File: config.mk
export PLATFORM = sky130hd
export DESIGN_NAME = pifs_mac
export DESIGN_NICKNAME = d
export VERILOG_FILES = /design/src/pifs_pkg.sv /design/src/pifs_mac.sv
export SDC_FILE = /design/constraint.sdc
export NUM_CORES = 2
export LEC_CHECK = 0
export BUFFER_PORTS_ARGS = -buffer_cell sky130_fd_sc_hd__buf_2
export CAP_MARGIN = 20
export CORE_AREA = 2 2 433 435
export CTS_CLUSTER_DIAMETER = 200
export DETAILED_ROUTE_END_ITERATION = 8
export DIE_AREA = 0 0 435 437
export SYNTH_ARGS = -nofsm -noshare
export SYNTH_HDL_FRONTEND = slang
export SYNTH_SLANG_ARGS = --single-unit
File: constraint.sdc
create_clock -name clk_i -period 6.8 [get_ports clk_i]
set_clock_uncertainty 0.2 [all_clocks]
set_input_delay 0.68 -clock clk_i [delete_from_list [all_inputs] [get_ports clk_i]]
set_output_delay 0.68 -clock clk_i [all_outputs]
set_load 0.005 [all_outputs]
File: src/pifs_pkg.sv
`default_nettype none

package pifs_pkg;

  localparam int unsigned MAX_FIELDS_DEF   = 16;
  localparam int unsigned MAX_WAVE_DEF     = 255;
  localparam int unsigned CORDIC_STEPS_DEF = 30;

  localparam int unsigned COEF_W  = 32;
  localparam int unsigned ANGLE_W = 32;
  localparam int unsigned TRUNC_W = 8;
  localparam int unsigned CNT_W   = 5;
  localparam int unsigned POS_W   = 4;
  localparam int unsigned SUM_W   = 48;
  localparam int unsigned PROD_W  = 64;
  localparam int unsigned TERM_W  = 34;
  localparam int unsigned CRD_W   = 34;
  localparam int unsigned TRIG_W  = 32;
  localparam int unsigned ATAN_W  = 30;
  localparam int unsigned ATAN_IW = 6;

  localparam logic signed [CRD_W-1:0]  CORDIC_X0 = 34'sd652032874;
  localparam logic signed [CRD_W-1:0]  Q30_POS   = 34'sd1073741824;
  localparam logic signed [CRD_W-1:0]  Q30_NEG   = -34'sd1073741824;
  localparam logic signed [PROD_W-1:0] RND_HALF  = 64'sd536870912;

  localparam logic [1:0] REG_TRUNCATION  = 2'd0;
  localparam logic [1:0] REG_FIELD_COUNT = 2'd1;

  typedef struct packed {
    logic signed [COEF_W-1:0] coef_real;
    logic signed [COEF_W-1:0] coef_imag;
    logic [ANGLE_W-1:0]       longitude;
  } pifs_item_t;

  typedef struct packed {
    logic [POS_W-1:0]        field_index;
    logic signed [SUM_W-1:0] field_value;
    logic                    last_field;
  } pifs_result_t;

  typedef struct packed {
    logic             rd_en;
    logic             mul_re;
    logic             mul_im;
    logic             term_en;
    logic             wr_en;
    logic             clr;
    logic [CNT_W-1:0] addr;
  } pifs_mac_ctrl_t;

  function automatic logic [ATAN_W-1:0] pifs_atan(input logic [ATAN_IW-1:0] idx);
    logic [ATAN_W-1:0] r;
    case (idx)
      6'd0:    r = 30'd536870912;
      6'd1:    r = 30'd316933406;
      6'd2:    r = 30'd167458907;
      6'd3:    r = 30'd85004756;
      6'd4:    r = 30'd42667331;
      6'd5:    r = 30'd21354465;
      6'd6:    r = 30'd10679838;
      6'd7:    r = 30'd5340245;
      6'd8:    r = 30'd2670163;
      6'd9:    r = 30'd1335087;
      6'd10:   r = 30'd667544;
      6'd11:   r = 30'd333772;
      6'd12:   r = 30'd166886;
      6'd13:   r = 30'd83443;
      6'd14:   r = 30'd41722;
      6'd15:   r = 30'd20861;
      6'd16:   r = 30'd10430;
      6'd17:   r = 30'd5215;
      6'd18:   r = 30'd2608;
      6'd19:   r = 30'd1304;
      6'd20:   r = 30'd652;
      6'd21:   r = 30'd326;
      6'd22:   r = 30'd163;
      6'd23:   r = 30'd81;
      6'd24:   r = 30'd41;
      6'd25:   r = 30'd20;
      6'd26:   r = 30'd10;
      6'd27:   r = 30'd5;
      6'd28:   r = 30'd3;
      6'd29:   r = 30'd1;
      6'd30:   r = 30'd1;
      default: r = '0;
    endcase
    return r;
  endfunction

  function automatic logic signed [TRIG_W-1:0] pifs_clamp_q30(
      input logic signed [CRD_W-1:0] v);
    logic signed [CRD_W-1:0] r;
    if (v > Q30_POS) begin
      r = Q30_POS;
    end else if (v < Q30_NEG) begin
      r = Q30_NEG;
    end else begin
      r = v;
    end
    return r[TRIG_W-1:0];
  endfunction

endpackage

`default_nettype wire

File: src/pifs_mac.sv
`default_nettype none

module pifs_mac import pifs_pkg::*; #(
  parameter int unsigned MAX_FIELDS = MAX_FIELDS_DEF
) (
  input  wire logic                     clk_i,
  input  wire logic                     rst_ni,
  input  wire pifs_mac_ctrl_t           ctrl_i,
  input  wire logic signed [TRIG_W-1:0] cos_i,
  input  wire logic signed [TRIG_W-1:0] sin_i,
  input  wire logic signed [COEF_W-1:0] re_i,
  input  wire logic signed [COEF_W-1:0] im_i,
  output logic signed [SUM_W-1:0]       acc_o
);

  localparam int unsigned AW = (MAX_FIELDS > 1) ? $clog2(MAX_FIELDS) : 1;

  logic signed [SUM_W-1:0]  mem_q [MAX_FIELDS];
  logic [MAX_FIELDS-1:0]    valid_q;
  logic signed [SUM_W-1:0]  rd_data_q;
  logic                     rd_valid_q;
  logic signed [PROD_W-1:0] pre_q, pim_q;
  logic signed [TERM_W-1:0] term_q;

  logic [AW-1:0]            idx;
  logic                     wr_ok;
  logic signed [TRIG_W-1:0] mul_a;
  logic signed [COEF_W-1:0] mul_b;
  logic signed [PROD_W-1:0] prod, rnd;
  logic signed [SUM_W-1:0]  acc_cur, sat;
  logic signed [SUM_W:0]    sum;

  assign idx   = AW'(ctrl_i.addr);
  assign wr_ok = ctrl_i.wr_en && (32'(ctrl_i.addr) < MAX_FIELDS);

  assign mul_a = ctrl_i.mul_im ? sin_i : cos_i;
  assign mul_b = ctrl_i.mul_im ? im_i : re_i;
  assign prod  = PROD_W'(mul_a * mul_b);
  assign rnd   = pre_q - pim_q + RND_HALF;

  assign acc_cur = rd_valid_q ? rd_data_q : '0;
  assign sum     = {acc_cur[SUM_W-1], acc_cur}
                 + {{(SUM_W+1-TERM_W){term_q[TERM_W-1]}}, term_q};

  always_comb begin
    if (sum[SUM_W] != sum[SUM_W-1]) begin
      sat = sum[SUM_W] ? {1'b1, {(SUM_W-1){1'b0}}} : {1'b0, {(SUM_W-1){1'b1}}};
    end else begin
      sat = sum[SUM_W-1:0];
    end
  end

  always_ff @(posedge clk_i or negedge rst_ni) begin
    if (!rst_ni) begin
      valid_q    <= '0;
      rd_valid_q <= 1'b0;
    end else begin
      if (ctrl_i.clr) begin
        valid_q <= '0;
      end else if (wr_ok) begin
        valid_q[idx] <= 1'b1;
      end
      if (ctrl_i.rd_en) begin
        rd_valid_q <= valid_q[idx];
      end
    end
  end

  always_ff @(posedge clk_i) begin
    if (wr_ok) begin
      mem_q[idx] <= sat;
    end
    if (ctrl_i.rd_en) begin
      rd_data_q <= mem_q[idx];
    end
  end

  always_ff @(posedge clk_i) begin
    if (ctrl_i.mul_re) begin
      pre_q <= prod;
    end
    if (ctrl_i.mul_im) begin
      pim_q <= prod;
    end
    if (ctrl_i.term_en) begin
      term_q <= rnd[PROD_W-1:PROD_W-TERM_W];
    end
  end

  assign acc_o = acc_cur;

endmodule

`default_nettype wire

==> reports/metrics.csv <==
metric,value,unit
dp_hpwl,171400,µm
hold_violations,0,
synthMostInstantiatedCell,fa_1,
worstMarginPinSlew,1.140,ns
end_kind,flip-flop,
clock.fmax,124.9,MHz
status,"finished, violations left",
synth_edf_count,978,
cp-start-kind,input port,
synth.ff_latch_count,995,
die_h,437,µm
grt_pass1_wl,345300,µm
drt_iter0_markers,4265,
root_buffer,clkbuf_16,
antenna_found_initial,2,
placed_cells,9457,
synth_ff_type,edfxtp_1,
antenna_cells,0,
r2r-end,mem_q[14][2],
crit_start,ctrl_i[8],
wl_per_cell,23.50,µm
cts_sinks,995,
synthTopCellsByArea,"edfxtp_1 (37%), fa_1 (27%), mux4_2 (7.0%)",
reg2reg_from,rd_valid_q,
grt_remaining_overflow,0,
ys_seq_area_frac,0.3762,
initial_core_util,0.4280,
drive_gt1_frac,0.2467,
rsz0062_at_grt,true,
ff2ff_path_depth,16,
clock_latency,0.73,ns
endpoint,pre_q[63],
syn-cell-area,79200,µm²
grt_pass1_vias,54950,
port_buffers,188,
cp_data_required_time,7.04,ns
max_cap_violations,0,
path_clk_slew,0.07,ns
gp_congestion,1.008,
avgSynthCellArea,12.46,µm²
io_pins,189,
drv_slew,0,
ys_warn_count,0,
violations,setup timing,
synth_cells,6354,
final_nets,8761,
ant_nets,0,
num_rows,158,
synth_top_area_share,0.3708,
vias_per_cell,5.374,
finalSetupViolations,90,
dr.pass1.iters,5,
cp.arrival,8.25,ns
grt_usage,0.2409,
worstSetupPathType,input port to flip-flop,
h-tree-depth,3,
min_path_type,input port to flip-flop,
finalCritPeriodShare,1.178,
fin_cells,9744,
area_growth_syn_to_layout,20.28,%
period_minus_slack,8.007,ns
core,185000,µm²
whs,0.1253,ns
numCtsBuffers,96,
clockBufferDepth,3,
routed_wl,229000,µm
fin_ws,-1.207,ns
die_w,435,µm
drc_errors,0,
synth_commonest_cells,"fa_1 (1083), inv_1 (1074), edfxtp_1 (978), nor2_1 (652), nand2_1 (598)",
r2r_slack,1.38,ns
slew_headroom,0.2402,
worstPathMaxFanout,9,
synth_top_cell_by_area,edfxtp_1,
cts_tree,done,
die-area,190100,µm²
grt_max_degree,102,
num_vias,52370,
synth-async-reset-ratio,0.01709,
ys_types,95,
synth_fp_nets,7933,
-- routing by layer --
layer / up-vias / global-route usage / wire (µm)
li1: 22790 / - / -
met1: 27310 / 0.3428 / 97800
met2: 1948 / 0.3744 / 104500
met3: 318 / 0.04862 / 19370
met4: 2 / 0.07219 / 7371
met5: - / 0 / 7
-- cell usage in the layout (no fill, tap or decap), types with 24 or more instances in the layout --
cell type / synthesis / layout
nor2_1: 652 / 612
mux2_4: 0 / 35
nand4_1: 30 / 30
mux2_2: 62 / 28
fa_2: 0 / 52
ha_1: 355 / 332
buf_12: 0 / 89
inv_1: 1074 / 1050
buf_2: 4 / 184
xnor2_1: 79 / 72
o21ai_0: 93 / 82
o21bai_1: 28 / 27
fa_1: 1083 / 1031
xor2_1: 54 / 51
mux2i_4: 0 / 30
nand2_1: 598 / 584
nand3_1: 29 / 26
a21o_1: 99 / 98
and2_1: 63 / 60
buf_6: 4 / 58
a21oi_1: 154 / 132
mux4_2: 245 / 245
a211oi_1: 27 / 24
clkbuf_16: 0 / 98
edfxtp_1: 978 / 978
buf_4: 4 / 639
-- worst min path at each step --
stage                     startpoint         end  slack [ns]  cells after the start
after floorplan               rst_ni  rd_valid_q        0.18                      0
after global placement    valid_q[9]  valid_q[9]        0.27                      2
after detailed placement  valid_q[3]  valid_q[3]        0.29                      2
after CTS                  ctrl_i[5]  valid_q[7]        0.07                      2
after global routing       ctrl_i[9]    pre_q[3]        0.11                      1
final                      ctrl_i[9]    pre_q[3]        0.13                      1
-- critical path, stage by stage --
cell	delay (ns)
buf_16	0.14
buf_12	0.16
buf_4	0.15
mux2_2	0.54
nand2_1	0.15
fa_1	0.66
inv_1	0.08
ha_1	0.39
fa_1	0.47
ha_1	0.21
fa_1	0.52
inv_1	0.05
fa_1	0.47
inv_1	0.05
fa_1	0.47
fa_1	0.51
ha_4	0.31
nand3_2	0.07
or2_4	0.26
a211oi_4	0.32
o21ai_4	0.12
a21oi_4	0.20
o211ai_4	0.12
a2111o_1	0.49
a211o_4	0.39
a21oi_2	0.15
nor3b_2	0.07
-- cells by family after synthesis --
logic type | count (synthesis) | synth area share
and+or+nand+nor | 1505 | 0.07952
adders and majority gates | 1438 | 0.3298
buffers and inverters | 1337 | 0.06402
DFF | 995 | 0.3762
AOI/OAI and AO/OA | 577 | 0.04939
muxes | 369 | 0.08632
xor gates and xnor gates | 133 | 0.01471
-- layout make-up --
class | instances | area [µm²]
Inverter | 1074 | 4036
Clock buffer | 114 | 2470
Tap cell | 2480 | 3103
Clock inverter | 66 | 1041
Fill cell | 16100 | 89780
Sequential cell | 995 | 29790
Multi-Input combinational cell | 4023 | 46190
Timing Repair Buffer | 992 | 8627
-- metrics by stage --
stage / cell area, µm² / worst slack [ns] / util / TNS, ns
finish: 95260 / -1.207 / 0.5148 / -72.89
CTS: 94330 / -1.176 / 0.5098 / -65.35
global route: 95260 / -1.371 / 0.5148 / -89.11
global placement: 88980 / -2.129 / 0.4809 / -153.76
floorplan: 79930 / -1.588 / - / -93.93
detailed placement: 88980 / -2.268 / 0.4809 / -159.72
-- repair_timing --
item / CTS / global route
pin swaps: 93 / 53
hold buffers: 1 / 0
gates resized for setup: 248 / 126
setup buffers: 62 / 35
cloned: 7 / 3
hold endpoints to repair: 17 / 0
setup endpoints to repair: 98 / 104
-- sequential cells by signal (all words and copies together), names as in the netlist --
signal and count:
rd_data_q 48, term_q 34, pre_q 64, rd_valid_q 1
pim_q 64, valid_q 16, mem_q 768
Power is left out: the tool's default activity adds up to more than one toggle a clock period on the data nets, which glitch-free logic cannot reach.
