===== src/pifs_pkg.sv =====
`default_nettype none

package pifs_pkg;

  localparam int unsigned MAX_FIELDS_DEF   = 16;
  localparam int unsigned MAX_WAVE_DEF     = 255;
  localparam int unsigned CORDIC_STEPS_DEF = 30;

  localparam int unsigned COEF_W  = 32;
  localparam int unsigned ANGLE_W = 32;
  localparam int unsigned TRUNC_W = 8;
  localparam int unsigned CNT_W   = 5;
  localparam int unsigned POS_W   = 4;
  localparam int unsigned SUM_W   = 48;
  localparam int unsigned PROD_W  = 64;
  localparam int unsigned TERM_W  = 34;
  localparam int unsigned CRD_W   = 34;
  localparam int unsigned TRIG_W  = 32;
  localparam int unsigned ATAN_W  = 30;
  localparam int unsigned ATAN_IW = 6;

  localparam logic signed [CRD_W-1:0]  CORDIC_X0 = 34'sd652032874;
  localparam logic signed [CRD_W-1:0]  Q30_POS   = 34'sd1073741824;
  localparam logic signed [CRD_W-1:0]  Q30_NEG   = -34'sd1073741824;
  localparam logic signed [PROD_W-1:0] RND_HALF  = 64'sd536870912;

  localparam logic [1:0] REG_TRUNCATION  = 2'd0;
  localparam logic [1:0] REG_FIELD_COUNT = 2'd1;

  typedef struct packed {
    logic signed [COEF_W-1:0] coef_real;
    logic signed [COEF_W-1:0] coef_imag;
    logic [ANGLE_W-1:0]       longitude;
  } pifs_item_t;

  typedef struct packed {
    logic [POS_W-1:0]        field_index;
    logic signed [SUM_W-1:0] field_value;
    logic                    last_field;
  } pifs_result_t;

  typedef struct packed {
    logic             rd_en;
    logic             mul_re;
    logic             mul_im;
    logic             term_en;
    logic             wr_en;
    logic             clr;
    logic [CNT_W-1:0] addr;
  } pifs_mac_ctrl_t;

  function automatic logic [ATAN_W-1:0] pifs_atan(input logic [ATAN_IW-1:0] idx);
    logic [ATAN_W-1:0] r;
    case (idx)
      6'd0:    r = 30'd536870912;
      6'd1:    r = 30'd316933406;
      6'd2:    r = 30'd167458907;
      6'd3:    r = 30'd85004756;
      6'd4:    r = 30'd42667331;
      6'd5:    r = 30'd21354465;
      6'd6:    r = 30'd10679838;
      6'd7:    r = 30'd5340245;
      6'd8:    r = 30'd2670163;
      6'd9:    r = 30'd1335087;
      6'd10:   r = 30'd667544;
      6'd11:   r = 30'd333772;
      6'd12:   r = 30'd166886;
      6'd13:   r = 30'd83443;
      6'd14:   r = 30'd41722;
      6'd15:   r = 30'd20861;
      6'd16:   r = 30'd10430;
      6'd17:   r = 30'd5215;
      6'd18:   r = 30'd2608;
      6'd19:   r = 30'd1304;
      6'd20:   r = 30'd652;
      6'd21:   r = 30'd326;
      6'd22:   r = 30'd163;
      6'd23:   r = 30'd81;
      6'd24:   r = 30'd41;
      6'd25:   r = 30'd20;
      6'd26:   r = 30'd10;
      6'd27:   r = 30'd5;
      6'd28:   r = 30'd3;
      6'd29:   r = 30'd1;
      6'd30:   r = 30'd1;
      default: r = '0;
    endcase
    return r;
  endfunction

  function automatic logic signed [TRIG_W-1:0] pifs_clamp_q30(
      input logic signed [CRD_W-1:0] v);
    logic signed [CRD_W-1:0] r;
    if (v > Q30_POS) begin
      r = Q30_POS;
    end else if (v < Q30_NEG) begin
      r = Q30_NEG;
    end else begin
      r = v;
    end
    return r[TRIG_W-1:0];
  endfunction

endpackage

`default_nettype wire


===== src/pifs_cordic.sv =====
`default_nettype none

module pifs_cordic import pifs_pkg::*; #(
  parameter int unsigned CORDIC_STEPS = CORDIC_STEPS_DEF
) (
  input  wire logic                     clk_i,
  input  wire logic                     rst_ni,
  input  wire logic                     start_i,
  input  wire logic [ANGLE_W-1:0]       angle_i,
  output logic                          done_o,
  output logic signed [TRIG_W-1:0]      cos_o,
  output logic signed [TRIG_W-1:0]      sin_o
);

  localparam int unsigned SW = $clog2(CORDIC_STEPS);

  logic signed [CRD_W-1:0] x_q, y_q, z_q;
  logic signed [CRD_W-1:0] x_d, y_d, z_d;
  logic [SW-1:0]           step_q;
  logic                    run_q, fin_q, done_q, flip_q;
  logic signed [TRIG_W-1:0] cos_q, sin_q;

  logic [1:0]              quad;
  logic                    flip_d;
  logic [ANGLE_W-1:0]      ang_f;
  logic signed [CRD_W-1:0] xs, ys, at, xf, yf;
  logic                    last_step;

  assign quad   = angle_i[ANGLE_W-1:ANGLE_W-2];
  assign flip_d = (quad == 2'b01) || (quad == 2'b10);
  assign ang_f  = flip_d ? {~angle_i[ANGLE_W-1], angle_i[ANGLE_W-2:0]} : angle_i;

  assign xs = x_q >>> step_q;
  assign ys = y_q >>> step_q;
  assign at = $signed({{(CRD_W-ATAN_W){1'b0}}, pifs_atan(ATAN_IW'(step_q))});

  always_comb begin
    if (!z_q[CRD_W-1]) begin
      x_d = x_q - ys;
      y_d = y_q + xs;
      z_d = z_q - at;
    end else begin
      x_d = x_q + ys;
      y_d = y_q - xs;
      z_d = z_q + at;
    end
  end

  assign xf        = flip_q ? -x_q : x_q;
  assign yf        = flip_q ? -y_q : y_q;
  assign last_step = (step_q == SW'(CORDIC_STEPS - 1));

  always_ff @(posedge clk_i or negedge rst_ni) begin
    if (!rst_ni) begin
      run_q  <= 1'b0;
      fin_q  <= 1'b0;
      done_q <= 1'b0;
      step_q <= '0;
    end else begin
      done_q <= fin_q;
      fin_q  <= run_q && last_step;
      if (start_i) begin
        run_q  <= 1'b1;
        step_q <= '0;
      end else if (run_q) begin
        if (last_step) begin
          run_q <= 1'b0;
        end else begin
          step_q <= step_q + SW'(1);
        end
      end
    end
  end

  always_ff @(posedge clk_i) begin
    if (start_i) begin
      x_q    <= CORDIC_X0;
      y_q    <= '0;
      z_q    <= {{(CRD_W-ANGLE_W){ang_f[ANGLE_W-1]}}, ang_f};
      flip_q <= flip_d;
    end else if (run_q) begin
      x_q <= x_d;
      y_q <= y_d;
      z_q <= z_d;
    end
    if (fin_q) begin
      cos_q <= pifs_clamp_q30(xf);
      sin_q <= pifs_clamp_q30(yf);
    end
  end

  assign done_o = done_q;
  assign cos_o  = cos_q;
  assign sin_o  = sin_q;

endmodule

`default_nettype wire


===== config.mk =====
export PLATFORM = sky130hd
export DESIGN_NAME = pifs_cordic
export DESIGN_NICKNAME = d
export VERILOG_FILES = /design/src/pifs_pkg.sv /design/src/pifs_cordic.sv
export SDC_FILE = /design/constraint.sdc
export NUM_CORES = 1
export LEC_CHECK = 0
export BUFFER_PORTS_ARGS = -buffer_cell sky130_fd_sc_hd__clkbuf_2
export CAP_MARGIN = 10
export CORE_MARGIN = 5
export CORE_UTILIZATION = 30
export CTS_BUF_LIST = sky130_fd_sc_hd__clkbuf_4
export CTS_CLUSTER_DIAMETER = 200
export DETAILED_ROUTE_END_ITERATION = 12
export PLACE_DENSITY_LB_ADDON = 0.3
export SYNTH_ARGS = -nofsm -noshare
export SYNTH_HDL_FRONTEND = slang
export SYNTH_SLANG_ARGS = --single-unit

===== constraint.sdc =====
create_clock -name clk_i -period 10.8 [get_ports clk_i]
set_clock_uncertainty 0.05 [all_clocks]
set_input_delay 0.54 -clock clk_i [delete_from_list [all_inputs] [get_ports clk_i]]
set_output_delay 0.54 -clock clk_i [all_outputs]
set_load 0.05 [all_outputs]

==> run metrics, run 1 <==
count of state elements after synthesis 175; post-synthesis net count 2,717; total number of clock tree sinks 175; Worst setup EP type flop; Initial Utilization 30.31%; ANT nets after route 0; Worst R2R Setup Slack 3340 ps; Synth async-reset ratio 4.571%; Least-Margin Pin Slew 1136 ps; Fmax 134.1 MHz; vias 19,690; later-pin clock latency in the skew report 760 ps; startpoint types flop; cts bufs inserted 17; Final nets 2,698; commonest non-fill, non-tap cell in the layout nor2_1; Layout fillers 7,564; all-layer global routing usage 17.79%; Worst Path Required 11,400 ps; vias in the first global route 18,550; root buf cell clkbuf_4; # IOs 100; area growth from synthesis to layout 7.834%; Fin. Hold Viols 0; synthesized instance count 2,563; H-tree depth reported by CTS 4; setup TNS 0 ps; critical-path maximum fanout 50; Core ar. 70,150 µm²; routability-driven placement congestion ratio 1.003; pwr dens 343.7 nW/µm²; clock slew at reported path FFs 150 ps; Yosys top cell area share 13.98%; max_cap viols 0; DRT Pass-1 Iters 7; grt ovf 0; RSZ-0062 raised after global routing no; Placed Cells 3,431; row count 97; relative slew slack 24.13%; kind of critical path reg -> reg; Synthesis Warnings 0; drt via density 5.624; I/O Buffers 99; EDFF count, synth 99; CP Data Arrival Time 8060 ps; CTS max path bufs 2; worst hold path class in -> reg; Util after Layout 32.68%; dpl ws 3467 ps; global-route wire length before repair 109.9 mm; outcome complete, no violations; Die W 276.2 µm; min Tclk post-route 7455 ps; Die ar. 76,290 µm²; share of layout cells above drive strength 1 14.12%; Unique masters post-synth 98; Pins Over Slew Limit 0; top cells by area, synth edfxtp_1, mux4_2, ha_1; Seq/Total Area, Yosys 21.33%; Mapped Avg Cell Area 8.295 µm²; drc violations 0; pin count of the biggest net entering global routing 69; Top FF cell, synth edfxtp_1; initial antenna violation count 3; commonest cells after routing, fill and taps aside nor2_1, nand2_1, a21oi_1, o21ai_0, xor2_1; worst vdd ir 0.1448 mV; cell taking the most area after synthesis edfxtp_1; Static Leakage 9.157 nW; Routed WL 70.66 mm; Worst R2R Path Depth 23; Routed WL per cell 20.18 µm; Starting DRT DRC Count 1,617; CTS tree done; final worst slack 3345 ps; Final Non-Filler Cells 3,501; Final HPWL DP 52.60 mm; Finish-stage setup viols 0; die height 276.2 µm; Final Cycle Share 69.03%; Hold Path Cell Cnt 2; Post-Syn Area 21,260 µm²
## final cells by class
cell class | count | area [µm²] | area share, %
inverters | 56 | 210.2 | 0.9169
diodes | 4 | 10.01 | 0.04366
clock buffers | 19 | 142.6 | 0.6222
well taps | 940 | 1176 | 5.130
flip-flops and latches | 175 | 4551 | 19.85
multi-input cells | 2131 | 15600 | 68.07
repair buffers | 163 | 1064 | 4.639
clock inverters | 13 | 167.7 | 0.7314
## logic make-up after synthesis
group	count (synthesis)	share of synthesized area, %
muxes	214	14.90
AOI/OAI and AO/OA	700	21.77
and+or+nand+nor	861	19.78
DFF	175	21.33
adders and majority gates	119	7.110
buffers and inverters	257	5.350
xor gates and xnor gates	237	9.764
## through the flow
step	total power (W)	instance area, µm²	hold slack, ps
finish	0.007879	22920	126.1
global route	0.008649	22920	89.08
CTS	0.007868	22910	37.29
detailed placement	0.007367	22260	374.0
global placement	0.007377	22260	371.9
floorplan	0.006095	21260	194.4
## registers in the layout (all words and copies together) (netlist names)
name / count
cos_o: 32
done_o: 1
fin_q: 1
flip_q: 1
run_q: 1
sin_o: 32
step_q: 5
x_q: 34
y_q: 34
z_q: 34
## layer usage
layer	GRT usage, %	up-vias	wire, µm
met3	3.830	164	5736
met1	24.53	9282	31480
met4	7.210	0	2620
met5	0	-	0
li1	-	9459	-
met2	27.13	784	30820
## power by group
group	total, W	internal, W	switching (W)
Clock	0.000441	0.000153	0.000288
Combinational	0.00598	0.00269	0.00329
Sequential	0.00146	0.000957	0.000503
Total	0.00788	0.00380	0.00408
## path summary, 6_finish.rpt
path / startpoint / end
max in group asynchronous: rst_ni / fin_q$_DFF_PN0_
min reg2reg: fin_q$_DFF_PN0_ / done_o$_DFF_PN0_
min in group asynchronous: rst_ni / run_q$_DFF_PN0_
max: step_q[0]$_DFFE_PN0P_ / y_q[33]$_SDFFE_PP0P_
min: angle_i[30] / flip_q$_DFFE_PP_
max reg2reg: step_q[0]$_DFFE_PN0P_ / y_q[33]$_SDFFE_PP0P_
## repair_timing
action,CTS,global route
setup endpoints to repair,0,0
gates resized for setup,0,0
endpoints found under the hold margin,39,0
hold buffers,34,0
buffers inserted,0,0
## cells in the mapped netlist (all sizes together) (37+ instances only)
library cell / count
a21o: 52
xnor2: 101
nand2b: 42
ha: 116
a31oi: 45
nor2: 287
dfxtp: 68
mux2i: 88
buf: 71
edfxtp: 99
clkbuf: 130
o21ai: 154
inv: 52
mux4: 77
nor2b: 37
nand3: 47
mux2: 49
a21oi: 163
nand2: 226
xor2: 136
nor3: 40
## critical path, cell delays in order (launching register included)
cell,delay [ps]
dfrtp_4,920
buf_4,740
mux4_2,660
a32oi_1,210
o21ai_0,100
nor2_1,360
ha_1,250
and3_1,190
and2_1,250
nand3b_1,90
and2_1,170
xnor2_1,120
ha_1,360
a21o_1,200
a21o_1,160
a21o_1,180
and2_1,160
o31ai_1,420
a21boi_0,290
o31ai_1,490
nand4_1,180
nand3b_1,110
nor3b_1,210
mux2_1,360
Power figures use the tool's default switching activity.
==> run 2, diff against run 1 <==
- ABC_AREA: not set -> 1
- clock period: 10.8 -> 7 ns (I/O delays scaled with it)
==> run 2 against run 1 <==
Compared with the run above: sequential cell count stayed put; sequential power rose by 37%; via count increased by 11%; utilization about the same; critical path depth increased by 11; routed wire length up 3.1%; die area is 2.7% lower; register-to-register slack worse by 2100 ps; cell area shrank 2.4%; synthesized cell count rose by 29%; highest routed layer is now met5.
==> run metrics, run 2 <==
outcome complete, no violations; Worst setup EP type flop; kind of critical path reg -> reg; drt via density 5.136; DRT Pass-1 Iters 6; post-synthesis xor/xnor area fraction 7.923%; critical-path maximum fanout 83; Fmax 173.4 MHz; count of state elements after synthesis 175; Least-Margin Pin Slew 1056 ps; global-route wire length before repair 113.4 mm; Compound-Gate Fraction of Synth Area 13.97%; Seq/Total Area, Yosys 21.94%; most frequent cell after synthesis nand2_1; Static Leakage 10.84 nW; Final nets 3,507; Placed Cells 4,182; cell taking the most area after synthesis nand2_1; drc violations 0; post_cts resized 0; later-pin clock latency in the skew report 800 ps; overall power 0.01185 W; post-synthesis net count 3,464; worst hold path class in -> reg; max_cap viols 0; setup TNS 0 ps; die height 272.5 µm; EDFF count, synth 99; area growth from synthesis to layout 8.214%; initial antenna violation count 4; Initial Utilization 30.19%; share of layout cells above drive strength 1 8.529%; Starting DRT DRC Count 1,966; vias in the first global route 20,040; worst vdd ir 0.1815 mV; Synth async-reset ratio 4.571%; Worst path max stage delay 690 ps; startpoint types flop; routability-driven placement congestion ratio 0.9598; Worst Path Required 7670 ps; Finish-stage setup viols 0; Mapped Avg Cell Area 6.245 µm²; grt ovf 0; top cells by area, synth nand2_1, edfxtp_1, nand3_1; CP Data Arrival Time 6430 ps; Pins Over Slew Limit 0; Die ar. 74,250 µm²; Unique masters post-synth 67; relative slew slack 28.72%; largest family of logic cells by synthesized area simple AND/OR/NAND/NOR gates; Core ar. 68,470 µm²; Fin. Hold Viols 0; Die W 272.5 µm; # IOs 100; Routed WL per cell 17.13 µm; Final Non-Filler Cells 4,253; Post-Syn Area 20,670 µm²; Final Cycle Share 82.37%; final instance area 22,370 µm²; Yosys top cell area share 15.63%; row count 96; Util after Layout 32.67%; Synthesis Warnings 0; synthesized instance count 3,310; post-synthesis adder-cell area fraction 7.312%; Simple-Gate Fraction of Synth Area 38.96%; Regs by FF count x_q (34), y_q (34), z_q (34); vias 21,850; min Tclk post-route 5766 ps; Top FF cell, synth edfxtp_1; I/O Buffers 99; commonest non-fill, non-tap cell in the layout nand2_1; CTS max path bufs 2; post-place instance area 21,740 µm²; RSZ-0062 raised after global routing no; ANT nets after route 0; commonest cells in the netlist nand2_1, nand3_1, nor2_1; cts bufs inserted 17; clock slew at reported path FFs 170 ps; CTS tree done; commonest cells after routing, fill and taps aside nand2_1, nand3_1, nor2_1, inv_1, a21oi_1; Routed WL 72.85 mm; all-layer global routing usage 19.12%; pin count of the biggest net entering global routing 84; crit path max-delay cell type buf_4; Final HPWL DP 57.55 mm; total number of clock tree sinks 175; H-tree depth reported by CTS 4; root buf cell clkbuf_4; pwr dens 529.6 nW/µm²; post-synthesis mux area share 0%
-- run 2: changes by cell type after synthesis, moves of 42 or more --
cell,change
mux2i_1,-88
nand2b_1,-42
inv_1,+287
nand3_1,+392
mux2_2,-47
clkbuf_1,-89
mux4_2,-77
xnor2_1,-54
nor2_1,+90
nand2_1,+635
-- run 2: kinds of logic after synthesis --
logic type      after synthesis
buf+inv                     486
xor+xnor                    187
simple gates               1841
fa+ha+maj                   119
flops                       175
compound gates              502
-- run 2: per-layer routing --
metal / global-route usage [%] / wire, µm / vias up
met2: 30.03 / 31840 / 708
met3: 3.837 / 4946 / 123
li1: - / - / 11120
met5: 0 / 7 / -
met1: 26.34 / 33670 / 9897
met4: 6.351 / 2387 / 2
-- run 2: area by class of cell --
class / instances / area (µm²)
diodes: 6 / 15.01
clock buffers: 17 / 127.6
clock inverters: 14 / 145.1
fillers: 7691 / 46100
inverters: 354 / 1334
multi-input cells: 2649 / 14090
flip-flops and latches: 175 / 4542
well taps: 882 / 1104
repair buffers: 156 / 1011
-- run 2: metrics by stage --
stage	hold WS [ps]	worst slack (ps)
after floorplan	4.409	2437
after global placement	190.5	1416
after detailed placement	192.4	1319
after CTS	50.79	1266
after global routing	92.99	692.2
final	130.8	1234
-- run 2: final timing paths --
| path | start | end | slack (ps) | cells after the start |
|---|---|---|---|---|
| hold / removal | start_i | flip_q$_DFFE_PP_ | 130 | 1 |
| hold reg to reg | fin_q$_DFF_PN0_ | done_o$_DFF_PN0_ | 450 | 0 |
| setup reg to reg | step_q[2]$_DFFE_PN0P_ | y_q[33]$_SDFFE_PP0P_ | 1230 | 34 |
| setup / recovery | step_q[2]$_DFFE_PN0P_ | y_q[33]$_SDFFE_PP0P_ | 1230 | 34 |
| min in group asynchronous | rst_ni | fin_q$_DFF_PN0_ | 520 | 3 |
| max in group asynchronous | rst_ni | step_q[0]$_DFFE_PN0P_ | 6040 | 3 |
-- run 2: timing repair --
action,in CTS,in global routing
setup buffers,0,0
hold endpoints to repair,39,0
hold buffers,34,0
-- run 2: critical path, delay by kind of cell, from the launching register on --
family | cells | cell delay [ps]
compound gates | 5 | 1170
xor+xnor | 1 | 160
fa+ha+maj | 2 | 460
buf+inv | 5 | 970
flops | 1 | 420
simple gates | 21 | 2380
-- run 2: where the power goes --
part	total [W]	internal [W]	leakage (nW)	switching, W
clock network	0.000635	0.000159	0.144	0.000476
registers	0.00200	0.00148	1.63	0.000512
logic	0.00922	0.00329	9.07	0.00593
total	0.0118	0.00493	10.8	0.00691
==> run 3, diff against run 2 <==
- ABC_AREA: 1 -> 0
- clock period: 7 -> 5.38 ns (I/O delays scaled with it)
==> run 3 against run 2 <==
Compared with the run above: the run now ends with setup timing left; sequential cell count did not move; die area is 2.7% higher; sequential power is 14% higher; routed wire length is 11% higher; clock power up 33%.
==> run metrics, run 3 (synthesized netlist as in run 1, its figures left out) <==
area of the multi-input gates 16,370 µm²; max_cap viols 0; final worst slack -322.2 ps; drc violations 0; CP Data Arrival Time 6290 ps; Die ar. 76,290 µm²; routability-driven placement congestion ratio 1.000; initial antenna violation count 2; min-delay src angle_i[22]; RSZ-0062 raised after global routing yes; startpoint types flop; grt ovf 0; vias 22,380; r2r startpoint step_q[1]$_DFFE_PN0P_; Least-Margin Pin Slew 1028 ps; pwr dens 727.1 nW/µm²; min Tclk post-route 5702 ps; # IOs 100; CTS tree done; relative slew slack 31.46%; Core ar. 70,150 µm²; Static Leakage 12.69 nW; drt via density 5.365; Layout fillers 7,170; Final Cycle Share 106.0%; Final nets 3,369; Fmax 175.4 MHz; die height 276.2 µm; vias in the first global route 21,360; Die W 276.2 µm; commonest cells after routing, fill and taps aside buf_4, nor2_1, nand2_1, xor2_1, a21oi_1; setup TNS -2590 ps; commonest non-fill, non-tap cell in the layout buf_4; crit path from step_q[1]$_DFFE_PN0P_; Fin. Hold Viols 0; outcome finished with violations; DRT Pass-1 Iters 7; Worst Path Required 5960 ps; area growth from synthesis to layout 36.57%; Starting DRT DRC Count 1,717; Regs by FF count x_q (34), y_q (34), z_q (34); H-tree depth reported by CTS 4; Worst setup EP type flop; kind of critical path reg -> reg; root buf cell clkbuf_4; Routed WL per cell 19.44 µm; dpl ws -626.5 ps; Routed WL 81.08 mm; worst vdd ir 0.4828 mV; clock slew at reported path FFs 160 ps; global-route wire length before repair 124.7 mm; pin count of the biggest net entering global routing 85; Final HPWL DP 63.85 mm; all-layer global routing usage 20.39%; Finish-stage setup viols 23; critical-path maximum fanout 6; ANT nets after route 0; later-pin clock latency in the skew report 770 ps; failing checks setup timing; CTS max path bufs 2; cts bufs inserted 17; Reg area 4551 µm²; total number of clock tree sinks 175; I/O Buffers 99; row count 97; Pins Over Slew Limit 0; share of layout cells above drive strength 1 35.97%; worst hold path class in -> reg; Initial Utilization 30.31%
-- run 3: cell count changes in the layout (fill, tap and decap cells not counted), moves of 49 or more --
cell	previous run	this run
buf_4	24	664
nand2_1	861	224
nand3_1	439	47
inv_1	334	51
nor2_1	347	250
mux2i_1	0	86
mux4_2	0	77
a21oi_1	202	133
xnor2_1	47	96
-- run 3: worst paths after layout --
| check | to | cells after the start | slack (ps) |
|---|---|---|---|
| max | x_q[33]$_SDFFE_PP0P_ | 26 | -320 |
| min | z_q[22]$_DFFE_PP_ | 4 | 270 |
| max reg2reg | x_q[33]$_SDFFE_PP0P_ | 26 | -320 |
| min reg2reg | done_o$_DFF_PN0_ | 0 | 330 |
| max in group asynchronous | step_q[1]$_DFFE_PN0P_ | 3 | 4380 |
| min in group asynchronous | done_o$_DFF_PN0_ | 3 | 460 |
-- run 3: report_power, final --
| part | internal [W] | switching [W] | total (W) |
|---|---|---|---|
| registers | 0.00193 | 0.000363 | 0.00229 |
| clock network | 0.000261 | 0.000584 | 0.000845 |
| logic | 0.00914 | 0.00884 | 0.0180 |
| total | 0.0113 | 0.00979 | 0.0211 |
-- run 3: cell type report --
cell class	count	share of cell area, %
Tap cell	940	4.051
Sequential cell	175	15.67
Timing Repair Buffer	834	22.09
Antenna cell	4	0.03448
Inverter	56	0.7369
Multi-Input combinational cell	2131	56.40
Clock inverter	13	0.5214
Clock buffer	19	0.4913
-- run 3: per-layer routing --
layer  wire length, µm  track usage (%)  up-vias
li1                  -                -    10820
met3              4650            3.113      148
met2             36260            32.11      747
met4              3384            8.426        2
met5                14                0        -
met1             36770            28.03    10670
-- run 3: timing repair --
action | CTS | global route
setup endpoints to repair | 34 | 43
hold buffers | 36 | 0
hold endpoints to repair | 64 | 0
resized for setup | 90 | 84
pin swaps | 53 | 45
cloned | 2 | 0
buffers inserted | 24 | 17
-- run 3: critical path: stages (launching register included) --
cell and delay (ps):
dfrtp_4 500, buf_12 140, buf_8 130, mux4_2 530, mux2i_1 170, buf_4 170
buf_6 120, o22ai_1 100, a211oi_2 210, nand3_1 130, nor4_1 300, buf_4 170
nor2b_4 190, buf_6 130, buf_6 90, and3_4 180, nor2_2 50, xnor2_2 130
ha_1 320, a21oi_2 120, nor2b_1 70, or4_4 420, o211ai_1 320, a31oi_1 160
and2_1 190, mux2i_1 140, mux2_1 340
-- run 3: per-stage QoR --
stage | hold WS, ps | cell area [µm²] | cells | utilization [%] | power (W)
global placement | 126.6 | 27210 | 4056 | 38.80 | 0.01885
finish | 273.8 | 29030 | 4172 | 41.39 | 0.02111
detailed placement | 124.8 | 27210 | 4056 | 38.80 | 0.01888
CTS | 165.4 | 28510 | 4150 | 40.65 | 0.02042
floorplan | -76.59 | 21460 | 2563 | - | 0.01240
global route | 217.3 | 29030 | 4172 | 41.39 | 0.02295
